File: src/hdl/rtgc_pkg.sv
// ----------------------------------------------------------------------------
// Rank to grid coordinates: shared package
// Field widths, register indexes, trial-division constants and the command and
// status bundles that pass between the controller and the datapath.
// ----------------------------------------------------------------------------
`default_nettype none

package rtgc_pkg;

  localparam int EXT_W     = 11;
  localparam int COORD_W   = 10;
  localparam int RANK_W    = 30;
  localparam int PROD_W    = 2 * EXT_W;
  localparam int SIZE_W    = 33;
  localparam int QUOT_W    = EXT_W;
  localparam int REG_IDX_W = 2;

  localparam logic [REG_IDX_W-1:0] REG_EXTENT_X = 2'd0;
  localparam logic [REG_IDX_W-1:0] REG_EXTENT_Y = 2'd1;
  localparam logic [REG_IDX_W-1:0] REG_EXTENT_Z = 2'd2;

  localparam logic [EXT_W-1:0] EXT_ONE     = 11'd1;
  localparam logic [EXT_W-1:0] TRIAL_TWO   = 11'd2;
  localparam logic [EXT_W-1:0] TRIAL_THREE = 11'd3;
  localparam logic [EXT_W-1:0] TRIAL_FIVE  = 11'd5;
  localparam logic [EXT_W-1:0] PAIR_STEP   = 11'd2;
  localparam logic [EXT_W-1:0] WHEEL_STEP  = 11'd4;
  localparam logic [EXT_W-1:0] PRIME_FLOOR = 11'd4;

  typedef enum logic {
    SDIV_RESIDUE = 1'b0,
    SDIV_EXTENT  = 1'b1
  } sdiv_sel_t;

  typedef struct packed {
    logic      load;
    logic      size1;
    logic      size2;
    logic      check;
    logic      pick;
    logic      half;
    logic      sdiv_start;
    sdiv_sel_t sdiv_sel;
    logic      fstep;
    logic      fend;
    logic      capture_nq;
    logic      csize;
    logic      rdiv_start;
    logic      capture_hi;
    logic      mul;
    logic      update;
    logic      emit;
  } cmd_t;

  typedef struct packed {
    logic too_large;
    logic size_one;
    logic d_is_two;
    logic try_ok;
    logic sdiv_done;
    logic rdiv_done;
    logic out_free;
  } status_t;

endpackage

`default_nettype wire

File: src/hdl/rank_to_grid_coordinates_core.sv
// ----------------------------------------------------------------------------
// Rank to grid coordinates
// Places a linear node rank in a 3-D grid by peeling off the largest prime
// factor of the largest extent, level by level.
// A flagged rank or a one-position grid goes straight to the output; otherwise
// each prime factor of the grid size takes a halving step per factor of two,
// odd trial divisions, an extent and a rank divide and a coordinate update.
// Throughput: one item at a time; the next input transfer can come in the same
// cycle in which out_valid first goes high.
// Reset: synchronous, active low; the extent registers return to 1.
// ----------------------------------------------------------------------------
`default_nettype none

module rank_to_grid_coordinates_core #(
  parameter int MAX_EXTENT = 1024
) (
  input  wire logic                             clk,
  input  wire logic                             rst_n,
  input  wire logic                             cfg_we,
  input  wire logic [rtgc_pkg::REG_IDX_W-1:0]   cfg_index,
  input  wire logic [rtgc_pkg::EXT_W-1:0]       cfg_wdata,
  input  wire logic                             in_valid,
  output logic                                  in_ready,
  input  wire logic [rtgc_pkg::RANK_W-1:0]      in_node_rank,
  output logic                                  out_valid,
  input  wire logic                             out_ready,
  output logic      [rtgc_pkg::COORD_W-1:0]     out_coord_x,
  output logic      [rtgc_pkg::COORD_W-1:0]     out_coord_y,
  output logic      [rtgc_pkg::COORD_W-1:0]     out_coord_z,
  output logic                                  out_rank_too_large
);

  rtgc_pkg::cmd_t    cmd;
  rtgc_pkg::status_t status;

  rtgc_ctrl u_ctrl (
    .clk      (clk),
    .rst_n    (rst_n),
    .in_valid (in_valid),
    .in_ready (in_ready),
    .status   (status),
    .cmd      (cmd)
  );

  rtgc_datapath #(
    .MAX_EXTENT (MAX_EXTENT)
  ) u_datapath (
    .clk                (clk),
    .rst_n              (rst_n),
    .cfg_we             (cfg_we),
    .cfg_index          (cfg_index),
    .cfg_wdata          (cfg_wdata),
    .in_node_rank       (in_node_rank),
    .out_ready          (out_ready),
    .cmd                (cmd),
    .status             (status),
    .out_valid          (out_valid),
    .out_coord_x        (out_coord_x),
    .out_coord_y        (out_coord_y),
    .out_coord_z        (out_coord_z),
    .out_rank_too_large (out_rank_too_large)
  );

endmodule

`default_nettype wire

File: src/hdl/rtgc_div.sv
// ----------------------------------------------------------------------------
// Rank to grid coordinates: restoring divider
// Produces one quotient bit per cycle. The dividend must lie below the divisor
// shifted left by the quotient width.
// ----------------------------------------------------------------------------
`default_nettype none

module rtgc_div #(
  parameter int DIVIDEND_W = 11,
  parameter int DIVISOR_W  = 11,
  parameter int QUOT_W     = 11
) (
  input  wire logic                  clk,
  input  wire logic                  rst_n,
  input  wire logic                  start,
  input  wire logic [DIVIDEND_W-1:0] dividend,
  input  wire logic [DIVISOR_W-1:0]  divisor,
  output logic      [QUOT_W-1:0]     quot,
  output logic      [DIVIDEND_W-1:0] rem,
  output logic                       done
);

  localparam int CW    = DIVISOR_W + QUOT_W;
  localparam int CNT_W = $clog2(QUOT_W + 1);

  logic [CW-1:0]     rem_r;
  logic [CW-1:0]     den_r;
  logic [QUOT_W-1:0] quot_r;
  logic [CNT_W-1:0]  cnt_r;
  logic              busy_r;
  logic              done_r;
  logic              ge;
  logic [CW-1:0]     diff;

  assign ge   = rem_r >= den_r;
  assign diff = rem_r - den_r;

  always_ff @(posedge clk) begin
    if (!rst_n) begin
      busy_r <= 1'b0;
      done_r <= 1'b0;
      cnt_r  <= '0;
    end else if (start) begin
      busy_r <= 1'b1;
      done_r <= 1'b0;
      cnt_r  <= CNT_W'(QUOT_W);
    end else if (busy_r) begin
      cnt_r <= cnt_r - CNT_W'(1);
      if (cnt_r == CNT_W'(1)) begin
        busy_r <= 1'b0;
        done_r <= 1'b1;
      end
    end else begin
      done_r <= 1'b0;
    end
  end

  always_ff @(posedge clk) begin
    if (start) begin
      rem_r  <= CW'(dividend);
      den_r  <= CW'(divisor) << (QUOT_W - 1);
      quot_r <= '0;
    end else if (busy_r) begin
      if (ge) begin
        rem_r <= diff;
      end
      den_r  <= den_r >> 1;
      quot_r <= {quot_r[QUOT_W-2:0], ge};
    end
  end

  assign quot = quot_r;
  assign rem  = rem_r[DIVIDEND_W-1:0];
  assign done = done_r;

endmodule

`default_nettype wire

File: src/hdl/rtgc_datapath.sv
// ----------------------------------------------------------------------------
// Rank to grid coordinates: datapath
// Holds the extent registers, working extents, rank, grid size and coordinates,
// the two dividers and the output register, and acts on controller commands.
// ----------------------------------------------------------------------------
`default_nettype none

module rtgc_datapath #(
  parameter int MAX_EXTENT = 1024
) (
  input  wire logic                                clk,
  input  wire logic                                rst_n,
  input  wire logic                                cfg_we,
  input  wire logic [rtgc_pkg::REG_IDX_W-1:0]      cfg_index,
  input  wire logic [rtgc_pkg::EXT_W-1:0]          cfg_wdata,
  input  wire logic [rtgc_pkg::RANK_W-1:0]         in_node_rank,
  input  wire logic                                out_ready,
  input  wire rtgc_pkg::cmd_t                      cmd,
  output rtgc_pkg::status_t                        status,
  output logic                                     out_valid,
  output logic      [rtgc_pkg::COORD_W-1:0]        out_coord_x,
  output logic      [rtgc_pkg::COORD_W-1:0]        out_coord_y,
  output logic      [rtgc_pkg::COORD_W-1:0]        out_coord_z,
  output logic                                     out_rank_too_large
);

  localparam int EXT_W   = rtgc_pkg::EXT_W;
  localparam int COORD_W = rtgc_pkg::COORD_W;
  localparam int RANK_W  = rtgc_pkg::RANK_W;
  localparam int PROD_W  = rtgc_pkg::PROD_W;
  localparam int SIZE_W  = rtgc_pkg::SIZE_W;
  localparam int QUOT_W  = rtgc_pkg::QUOT_W;

  localparam logic [EXT_W-1:0] EXT_CAP =
    (MAX_EXTENT >= (1 << EXT_W) - 1) ? {EXT_W{1'b1}} : EXT_W'(MAX_EXTENT);

  typedef enum logic [2:0] {
    AXIS_X = 3'b001,
    AXIS_Y = 3'b010,
    AXIS_Z = 3'b100
  } axis_t;

  logic [EXT_W-1:0]   cfg_x_r, cfg_y_r, cfg_z_r;
  logic [EXT_W-1:0]   clamp_x, clamp_y, clamp_z;
  logic [EXT_W-1:0]   ext_x_r, ext_y_r, ext_z_r;
  logic [EXT_W-1:0]   crd_x_r, crd_y_r, crd_z_r;
  logic [RANK_W-1:0]  rank_r;
  logic [SIZE_W-1:0]  size_r;
  logic [SIZE_W-1:0]  csize_r;
  logic [PROD_W-1:0]  prod_r;
  axis_t              axis_r;
  logic [EXT_W-1:0]   n_r;
  logic [EXT_W-1:0]   p_r;
  logic [EXT_W-1:0]   d_r;
  logic               dhi_r;
  logic [EXT_W-1:0]   nq_r;
  logic [QUOT_W-1:0]  hi_r;
  logic [EXT_W-1:0]   step_r;
  logic               flag_r;
  logic               out_valid_r;
  logic [COORD_W-1:0] out_x_r, out_y_r, out_z_r;
  logic               out_flag_r;

  axis_t              pick_axis;
  logic [EXT_W-1:0]   pick_ext, pick_oa, pick_ob;
  logic [EXT_W-1:0]   cur_ext;
  logic [PROD_W-1:0]  trial_sq;
  logic [PROD_W-1:0]  step_prod;
  logic               too_large;

  logic [EXT_W-1:0]   sdiv_dividend, sdiv_divisor;
  logic [QUOT_W-1:0]  sdiv_quot;
  logic [EXT_W-1:0]   sdiv_rem;
  logic               sdiv_done;
  logic [QUOT_W-1:0]  rdiv_quot;
  logic [SIZE_W-1:0]  rdiv_rem;
  logic               rdiv_done;

  always_ff @(posedge clk) begin
    if (!rst_n) begin
      cfg_x_r <= rtgc_pkg::EXT_ONE;
      cfg_y_r <= rtgc_pkg::EXT_ONE;
      cfg_z_r <= rtgc_pkg::EXT_ONE;
    end else if (cfg_we) begin
      case (cfg_index)
        rtgc_pkg::REG_EXTENT_X: cfg_x_r <= cfg_wdata;
        rtgc_pkg::REG_EXTENT_Y: cfg_y_r <= cfg_wdata;
        rtgc_pkg::REG_EXTENT_Z: cfg_z_r <= cfg_wdata;
        default: ;
      endcase
    end
  end

  assign clamp_x = (cfg_x_r > EXT_CAP) ? EXT_CAP : cfg_x_r;
  assign clamp_y = (cfg_y_r > EXT_CAP) ? EXT_CAP : cfg_y_r;
  assign clamp_z = (cfg_z_r > EXT_CAP) ? EXT_CAP : cfg_z_r;

  always_comb begin
    if (ext_z_r >= ext_x_r && ext_z_r >= ext_y_r) begin
      pick_axis = AXIS_Z;
    end else if (ext_y_r >= ext_x_r && ext_y_r >= ext_z_r) begin
      pick_axis = AXIS_Y;
    end else begin
      pick_axis = AXIS_X;
    end
  end

  always_comb begin
    case (pick_axis)
      AXIS_X: begin
        pick_ext = ext_x_r;
        pick_oa  = ext_y_r;
        pick_ob  = ext_z_r;
      end
      AXIS_Y: begin
        pick_ext = ext_y_r;
        pick_oa  = ext_x_r;
        pick_ob  = ext_z_r;
      end
      default: begin
        pick_ext = ext_z_r;
        pick_oa  = ext_x_r;
        pick_ob  = ext_y_r;
      end
    endcase
  end

  always_comb begin
    case (axis_r)
      AXIS_X:  cur_ext = ext_x_r;
      AXIS_Y:  cur_ext = ext_y_r;
      default: cur_ext = ext_z_r;
    endcase
  end

  assign trial_sq  = PROD_W'(d_r) * PROD_W'(d_r);
  assign step_prod = PROD_W'(hi_r) * PROD_W'(nq_r);
  assign too_large = SIZE_W'(rank_r) >= size_r;

  assign sdiv_dividend = (cmd.sdiv_sel == rtgc_pkg::SDIV_EXTENT) ? cur_ext : n_r;
  assign sdiv_divisor  = (cmd.sdiv_sel == rtgc_pkg::SDIV_EXTENT) ? p_r : d_r;

  rtgc_div #(
    .DIVIDEND_W (EXT_W),
    .DIVISOR_W  (EXT_W),
    .QUOT_W     (QUOT_W)
  ) u_sdiv (
    .clk      (clk),
    .rst_n    (rst_n),
    .start    (cmd.sdiv_start),
    .dividend (sdiv_dividend),
    .divisor  (sdiv_divisor),
    .quot     (sdiv_quot),
    .rem      (sdiv_rem),
    .done     (sdiv_done)
  );

  rtgc_div #(
    .DIVIDEND_W (SIZE_W),
    .DIVISOR_W  (SIZE_W),
    .QUOT_W     (QUOT_W)
  ) u_rdiv (
    .clk      (clk),
    .rst_n    (rst_n),
    .start    (cmd.rdiv_start),
    .dividend (SIZE_W'(rank_r)),
    .divisor  (csize_r),
    .quot     (rdiv_quot),
    .rem      (rdiv_rem),
    .done     (rdiv_done)
  );

  always_ff @(posedge clk) begin
    if (cmd.load) begin
      rank_r  <= in_node_rank;
      ext_x_r <= clamp_x;
      ext_y_r <= clamp_y;
      ext_z_r <= clamp_z;
      crd_x_r <= '0;
      crd_y_r <= '0;
      crd_z_r <= '0;
    end
    if (cmd.size1) begin
      prod_r <= PROD_W'(ext_x_r) * PROD_W'(ext_y_r);
    end
    if (cmd.size2) begin
      size_r <= SIZE_W'(prod_r) * SIZE_W'(ext_z_r);
    end
    if (cmd.check) begin
      flag_r <= too_large;
    end
    if (cmd.pick) begin
      axis_r <= pick_axis;
      n_r    <= pick_ext;
      p_r    <= rtgc_pkg::EXT_ONE;
      d_r    <= rtgc_pkg::TRIAL_TWO;
      dhi_r  <= 1'b0;
      prod_r <= PROD_W'(pick_oa) * PROD_W'(pick_ob);
    end
    if (cmd.half) begin
      if (!n_r[0]) begin
        p_r <= rtgc_pkg::TRIAL_TWO;
        n_r <= n_r >> 1;
      end else begin
        d_r <= rtgc_pkg::TRIAL_THREE;
      end
    end
    if (cmd.fstep) begin
      if (sdiv_rem == '0) begin
        p_r <= d_r;
        n_r <= sdiv_quot;
      end else if (d_r == rtgc_pkg::TRIAL_THREE) begin
        d_r   <= rtgc_pkg::TRIAL_FIVE;
        dhi_r <= 1'b0;
      end else if (!dhi_r) begin
        d_r   <= d_r + rtgc_pkg::PAIR_STEP;
        dhi_r <= 1'b1;
      end else begin
        d_r   <= d_r + rtgc_pkg::WHEEL_STEP;
        dhi_r <= 1'b0;
      end
    end
    if (cmd.fend && n_r > rtgc_pkg::PRIME_FLOOR) begin
      p_r <= n_r;
    end
    if (cmd.capture_nq) begin
      nq_r <= sdiv_quot;
    end
    if (cmd.csize) begin
      csize_r <= SIZE_W'(nq_r) * SIZE_W'(prod_r);
    end
    if (cmd.capture_hi) begin
      hi_r   <= rdiv_quot;
      rank_r <= rdiv_rem[RANK_W-1:0];
    end
    if (cmd.mul) begin
      step_r <= step_prod[EXT_W-1:0];
    end
    if (cmd.update) begin
      case (axis_r)
        AXIS_X: begin
          crd_x_r <= crd_x_r + step_r;
          ext_x_r <= nq_r;
        end
        AXIS_Y: begin
          crd_y_r <= crd_y_r + step_r;
          ext_y_r <= nq_r;
        end
        default: begin
          crd_z_r <= crd_z_r + step_r;
          ext_z_r <= nq_r;
        end
      endcase
      size_r <= csize_r;
    end
    if (cmd.emit) begin
      out_x_r    <= crd_x_r[COORD_W-1:0];
      out_y_r    <= crd_y_r[COORD_W-1:0];
      out_z_r    <= crd_z_r[COORD_W-1:0];
      out_flag_r <= flag_r;
    end
  end

  always_ff @(posedge clk) begin
    if (!rst_n) begin
      out_valid_r <= 1'b0;
    end else if (cmd.emit) begin
      out_valid_r <= 1'b1;
    end else if (out_ready) begin
      out_valid_r <= 1'b0;
    end
  end

  assign status.too_large = too_large;
  assign status.size_one  = size_r == SIZE_W'(1);
  assign status.d_is_two  = d_r == rtgc_pkg::TRIAL_TWO;
  assign status.try_ok    = (d_r == rtgc_pkg::TRIAL_THREE) || dhi_r ||
                            (trial_sq <= PROD_W'(n_r));
  assign status.sdiv_done = sdiv_done;
  assign status.rdiv_done = rdiv_done;
  assign status.out_free  = !out_valid_r || out_ready;

  assign out_valid          = out_valid_r;
  assign out_coord_x        = out_x_r;
  assign out_coord_y        = out_y_r;
  assign out_coord_z        = out_z_r;
  assign out_rank_too_large = out_flag_r;

endmodule

`default_nettype wire

File: src/hdl/rtgc_ctrl.sv
// ----------------------------------------------------------------------------
// Rank to grid coordinates: controller
// Sequences the size product, the per-level prime factor search, extent and
// rank division and coordinate update, then hands the result to the output.
// ----------------------------------------------------------------------------
`default_nettype none

module rtgc_ctrl (
  input  wire logic              clk,
  input  wire logic              rst_n,
  input  wire logic              in_valid,
  output logic                   in_ready,
  input  wire rtgc_pkg::status_t status,
  output rtgc_pkg::cmd_t         cmd
);

  typedef enum logic [15:0] {
    S_IDLE   = 16'h0001,
    S_SIZE1  = 16'h0002,
    S_SIZE2  = 16'h0004,
    S_CHECK  = 16'h0008,
    S_PICK   = 16'h0010,
    S_FTRY   = 16'h0020,
    S_FWAIT  = 16'h0040,
    S_FEND   = 16'h0080,
    S_ESTART = 16'h0100,
    S_EWAIT  = 16'h0200,
    S_CSIZE  = 16'h0400,
    S_RSTART = 16'h0800,
    S_RWAIT  = 16'h1000,
    S_MUL    = 16'h2000,
    S_UPD    = 16'h4000,
    S_OUT    = 16'h8000
  } state_t;

  state_t state_r, state_nxt;

  always_ff @(posedge clk) begin
    if (!rst_n) begin
      state_r <= S_IDLE;
    end else begin
      state_r <= state_nxt;
    end
  end

  always_comb begin
    state_nxt = state_r;
    cmd       = '0;
    case (state_r)
      S_IDLE: begin
        if (in_valid) begin
          cmd.load  = 1'b1;
          state_nxt = S_SIZE1;
        end
      end
      S_SIZE1: begin
        cmd.size1 = 1'b1;
        state_nxt = S_SIZE2;
      end
      S_SIZE2: begin
        cmd.size2 = 1'b1;
        state_nxt = S_CHECK;
      end
      S_CHECK: begin
        cmd.check = 1'b1;
        if (status.too_large || status.size_one) begin
          state_nxt = S_OUT;
        end else begin
          state_nxt = S_PICK;
        end
      end
      S_PICK: begin
        cmd.pick  = 1'b1;
        state_nxt = S_FTRY;
      end
      S_FTRY: begin
        if (status.d_is_two) begin
          cmd.half = 1'b1;
        end else if (status.try_ok) begin
          cmd.sdiv_start = 1'b1;
          cmd.sdiv_sel   = rtgc_pkg::SDIV_RESIDUE;
          state_nxt      = S_FWAIT;
        end else begin
          state_nxt = S_FEND;
        end
      end
      S_FWAIT: begin
        if (status.sdiv_done) begin
          cmd.fstep = 1'b1;
          state_nxt = S_FTRY;
        end
      end
      S_FEND: begin
        cmd.fend  = 1'b1;
        state_nxt = S_ESTART;
      end
      S_ESTART: begin
        cmd.sdiv_start = 1'b1;
        cmd.sdiv_sel   = rtgc_pkg::SDIV_EXTENT;
        state_nxt      = S_EWAIT;
      end
      S_EWAIT: begin
        if (status.sdiv_done) begin
          cmd.capture_nq = 1'b1;
          state_nxt      = S_CSIZE;
        end
      end
      S_CSIZE: begin
        cmd.csize = 1'b1;
        state_nxt = S_RSTART;
      end
      S_RSTART: begin
        cmd.rdiv_start = 1'b1;
        state_nxt      = S_RWAIT;
      end
      S_RWAIT: begin
        if (status.rdiv_done) begin
          cmd.capture_hi = 1'b1;
          state_nxt      = S_MUL;
        end
      end
      S_MUL: begin
        cmd.mul   = 1'b1;
        state_nxt = S_UPD;
      end
      S_UPD: begin
        cmd.update = 1'b1;
        state_nxt  = S_CHECK;
      end
      S_OUT: begin
        if (status.out_free) begin
          cmd.emit  = 1'b1;
          state_nxt = S_IDLE;
        end
      end
      default: begin
        state_nxt = S_IDLE;
      end
    endcase
  end

  assign in_ready = state_r == S_IDLE;

endmodule

`default_nettype wire

File: config.mk
export PLATFORM = sky130hd
export DESIGN_NAME = rank_to_grid_coordinates_core
export DESIGN_NICKNAME = d
export VERILOG_FILES = /design/src/hdl/rtgc_pkg.sv /design/src/hdl/rank_to_grid_coordinates_core.sv /design/src/hdl/rtgc_div.sv /design/src/hdl/rtgc_datapath.sv /design/src/hdl/rtgc_ctrl.sv
export SDC_FILE = /design/constraint.sdc
export NUM_CORES = 2
export LEC_CHECK = 0
export BUFFER_PORTS_ARGS = -buffer_cell sky130_fd_sc_hd__buf_2
export CELL_PAD_IN_SITES_DETAIL_PLACEMENT = 1
export CELL_PAD_IN_SITES_GLOBAL_PLACEMENT = 2
export CORE_ASPECT_RATIO = 1.75
export CORE_MARGIN = 5
export CORE_UTILIZATION = 45
export CTS_CLUSTER_DIAMETER = 60
export DETAILED_ROUTE_END_ITERATION = 8
export GPL_ROUTABILITY_DRIVEN = 0
export PLACE_DENSITY = 0.84
export SETUP_SLACK_MARGIN = 0.02
export SLEW_MARGIN = 20
export SYNTH_ARGS = -nofsm -noshare
export SYNTH_HDL_FRONTEND = slang
export SYNTH_SLANG_ARGS = --single-unit
File: constraint.sdc
create_clock -name clk -period 16.8 [get_ports clk]
set_clock_uncertainty 0.2 [all_clocks]
set_input_delay 0.84 -clock clk [delete_from_list [all_inputs] [get_ports clk]]
set_output_delay 0.84 -clock clk [all_outputs]
set_load 0.03 [all_outputs]
==> flow_metrics.py <==
metrics = {
    "outcome": {
        "status": "finished clean",
    },
    "pwr": {
        "clkPwrFrac": 0.231,
        "power_density_nw_per_um2": 105,
        "p_seq_frac": 0.244,
        "internal-power_mw": 3.44,
        "peakVddDrop_mv": 0.0976,
        "swShare": 0.429,
        "combPwrFrac": 0.525,
        "leakagePower_nw": 26.2,
        "total_power_mw": 6.04,
        "p_switching_mw": 2.59,
    },
    "route": {
        "remaining_drc_errors": 0,
        "detail-route-antenna-nets": 0,
        "dr.pass1.iters": 5,
        "drt_iter0_markers": 2271,
        "vias": 42553,
        "post_drt_via_cell_ratio": 5.72,
        "drt-total-wl_mm": 177,
        "routedWlPerCell_um": 23.9,
    },
    "global_routing": {
        "overflow": 0,
        "grt_pass1_wl_mm": 274,
        "grt_usage": 0.279,
        "grt_max_degree": 60,
        "grt_pass1_vias": 47844,
        "antenna_found_initial": 5,
    },
    "finish": {
        "fillers": 13716,
        "drive_gt1_frac": 0.0632,
        "fin_nets": 7047,
        "seq_area_um2": 12600,
        "multiInputGateArea_um2": 36800,
        "final_common_cell": "inv_1",
        "syn2layout_area_growth_pct": 7.76,
        "layout_common_cells": "inv_1 (831), nand2_1 (780), fa_1 (610)",
    },
    "worst_setup_path": {
        "crit_top_cell": "inv_1",
        "path_class": "register to register",
        "end_kind": "register",
        "worst_setup_path_start_kind": "register",
        "worstPathBufferInverterCount": 9,
        "slowest_stage": "mux2i_1",
        "critPathMaxStageDelay_ns": 0.85,
        "worstReg2RegEnd": "u_datapath.prod_r[20]",
        "worstPathMaxFanout": 22,
        "critPathArrivalTime_ns": 10.34,
        "r2r_start": "u_datapath.ext_y_r[5]",
        "crit_required_ns": 17.00,
        "r2r_setup_slack_ns": 6.66,
        "crit_family": "adder cells",
        "rr_worst_depth": 34,
    },
    "worst_hold_path": {
        "holdPathStages": 3,
        "worstHoldStart": "cfg_wdata[10]",
        "min_to": "u_datapath.cfg_z_r[10]",
        "min-delay-path-class": "input pin to register",
    },
    "clock_network": {
        "cts.sinks": 494,
        "path_clk_slew_ns": 0.06,
        "postCtsHoldBufs": 0,
        "worstSkewPairLatency_ns": 0.67,
        "cts_buffers": 55,
        "cts-root-buf": "clkbuf_16",
        "post_cts.repair.setup_buffers": 0,
        "cts_resized": 0,
        "cts_tree": "yes",
        "cts.path.max_buffers": 3,
        "h-tree-depth": 2,
    },
    "yosys": {
        "synth_top_area_frac": 0.228,
        "async_flop_share": 0,
        "ys_top_cells_by_area": "fa_1 (23%), edfxtp_1 (15%), ha_1 (12%)",
        "synth_area_um2": 53600,
        "synth_nets": 7086,
        "synth_compound_area_frac": 0.113,
        "ys_seq_area_frac": 0.235,
        "synthDistinctLibCells": 83,
        "syn_area_per_cell_um2": 9.07,
        "ys_warn_count": 0,
        "synthXorXnorAreaFrac": 0.0324,
        "synth-simple-area-share": 0.160,
        "synthMuxAreaShare": 0.0309,
        "netlist_instances": 5907,
        "synth_top_family_by_area": "adder cells",
        "synth_flop_cell": "edfxtp_1",
        "yosys_register_bits": 494,
        "synth.largest_area_cell": "fa_1",
        "synth_fa_ha_area_frac": 0.350,
        "synth_edf_count": 271,
    },
    "timing": {
        "hold_viol": 0,
        "post-route-min-period_ns": 10.14,
        "finalSetupViolCount": 0,
        "rsz0062_at_grt": "no",
        "fmax_mhz": 98.6,
        "fin_crit_sh": 0.604,
        "setup_tns_ns": 0,
        "setup_slack_ns": 6.66,
        "worst_pin_slew_ns": 1.13,
        "relSlewSlack": 0.249,
        "slew_violations": 0,
    },
    "die": {
        "die_w_um": 271,
        "core_um2": 118000,
        "die_h_um": 466,
        "dieArea_um2": 126000,
        "io_pins": 81,
        "rows": 167,
        "start_util": 0.453,
    },
    "run": {
        "cap_violations": 0,
    },
    "place": {
        "dpl_worst_slack_ns": 6.90,
        "dpl.hpwl_mm": 140,
        "port_buffers": 80,
    },
}
-- layer usage --
layer  up-vias  wire (um)  global-route usage
met4         0      13400               0.170
met3       469       4410              0.0212
met5         -          0                   0
met2       840      96800               0.546
met1     21873      62800               0.284
li1      19371          -                   -
-- flip-flops by register name (all words and copies together) (netlist names), 16 cells and up --
register,flops
u_datapath.u_rdiv.rem_r,44
u_datapath.u_rdiv.den_r,43
u_datapath.csize_r,33
u_datapath.size_r,33
u_datapath.rank_r,30
u_datapath.prod_r,22
u_datapath.u_sdiv.rem_r,22
u_datapath.u_sdiv.den_r,21
u_ctrl.state_r,16
-- worst max-delay path by stage --
stage / start / endpoint / cells past startpoint
6_report: u_datapath.ext_y_r[5] / u_datapath.prod_r[20] / 34
5_1_grt: u_datapath.ext_y_r[6] / u_datapath.prod_r[20] / 35
4_1_cts: u_datapath.ext_y_r[6] / u_datapath.prod_r[20] / 35
3_5_place_dp: u_datapath.ext_y_r[6] / u_datapath.prod_r[20] / 35
3_3_place_gp: u_datapath.ext_y_r[6] / u_datapath.prod_r[20] / 35
2_1_floorplan: u_datapath.ext_y_r[0] / u_datapath.prod_r[15] / 34
-- cell usage after synthesis (all sizes together), types with 39 or more instances --
cell    instances
nor3b          48
edfxtp        271
nor3           68
fa            610
xnor2         128
and2          236
mux2           42
nand3         117
nor2          391
a21o           83
xor2           70
nor2b          39
inv           833
dfxtp         223
nand2b         48
a21oi         316
a211oi         42
ha            521
clkbuf        255
mux2i         118
o21ai         211
nand2         781
o21a           57
-- power groups by stage --
stage | clock [mW] | combinational (mW) | sequential (mW)
final | 1.40 | 3.17 | 1.47
after global routing | 1.46 | 3.54 | 1.47
after CTS | 1.42 | 3.19 | 1.47
after detailed placement | 0 | 3.17 | 1.50
after global placement | 0 | 3.07 | 1.50
after floorplan | 0 | 2.19 | 1.47
-- tightest hold or removal path: stages --
cell     delay [ns]
buf_2          0.10
mux2i_1        0.06
nor2_1         0.07
-- cells by family (layout without fill, tap and decap cells) --
kind of cell / count (synthesis) / after routing
AO/OA/AOI/OAI: 950 / 950
XOR/XNOR: 198 / 198
adder cells (fa/ha/maj): 1131 / 1131
buffers and inverters: 1119 / 1127
flip-flops: 494 / 494
multiplexers: 160 / 160
other: 0 / 2
AND/OR/NAND/NOR: 1855 / 1855
-- through the flow --
stage                     area [um2]   util  hold slack, ns  std cells
after CTS                      57700  0.488           0.202       7435
after floorplan                53600      -           0.200       5907
after global routing           57700  0.488           0.238       7437
after detailed placement       55700  0.471           0.231       7331
final                          57700  0.488           0.234       7438
after global placement         55700  0.471           0.216       7331
-- final cells by class --
type,count,share of cell area
tap,1521,0.0330
timing repair buffer,183,0.0207
antenna,2,0.0000867
multi-input combinational,4294,0.638
inverter,840,0.0546
sequential,494,0.218
clock buffer,64,0.0259
clock inverter,40,0.00969
(Power assumes the default switching activity.)
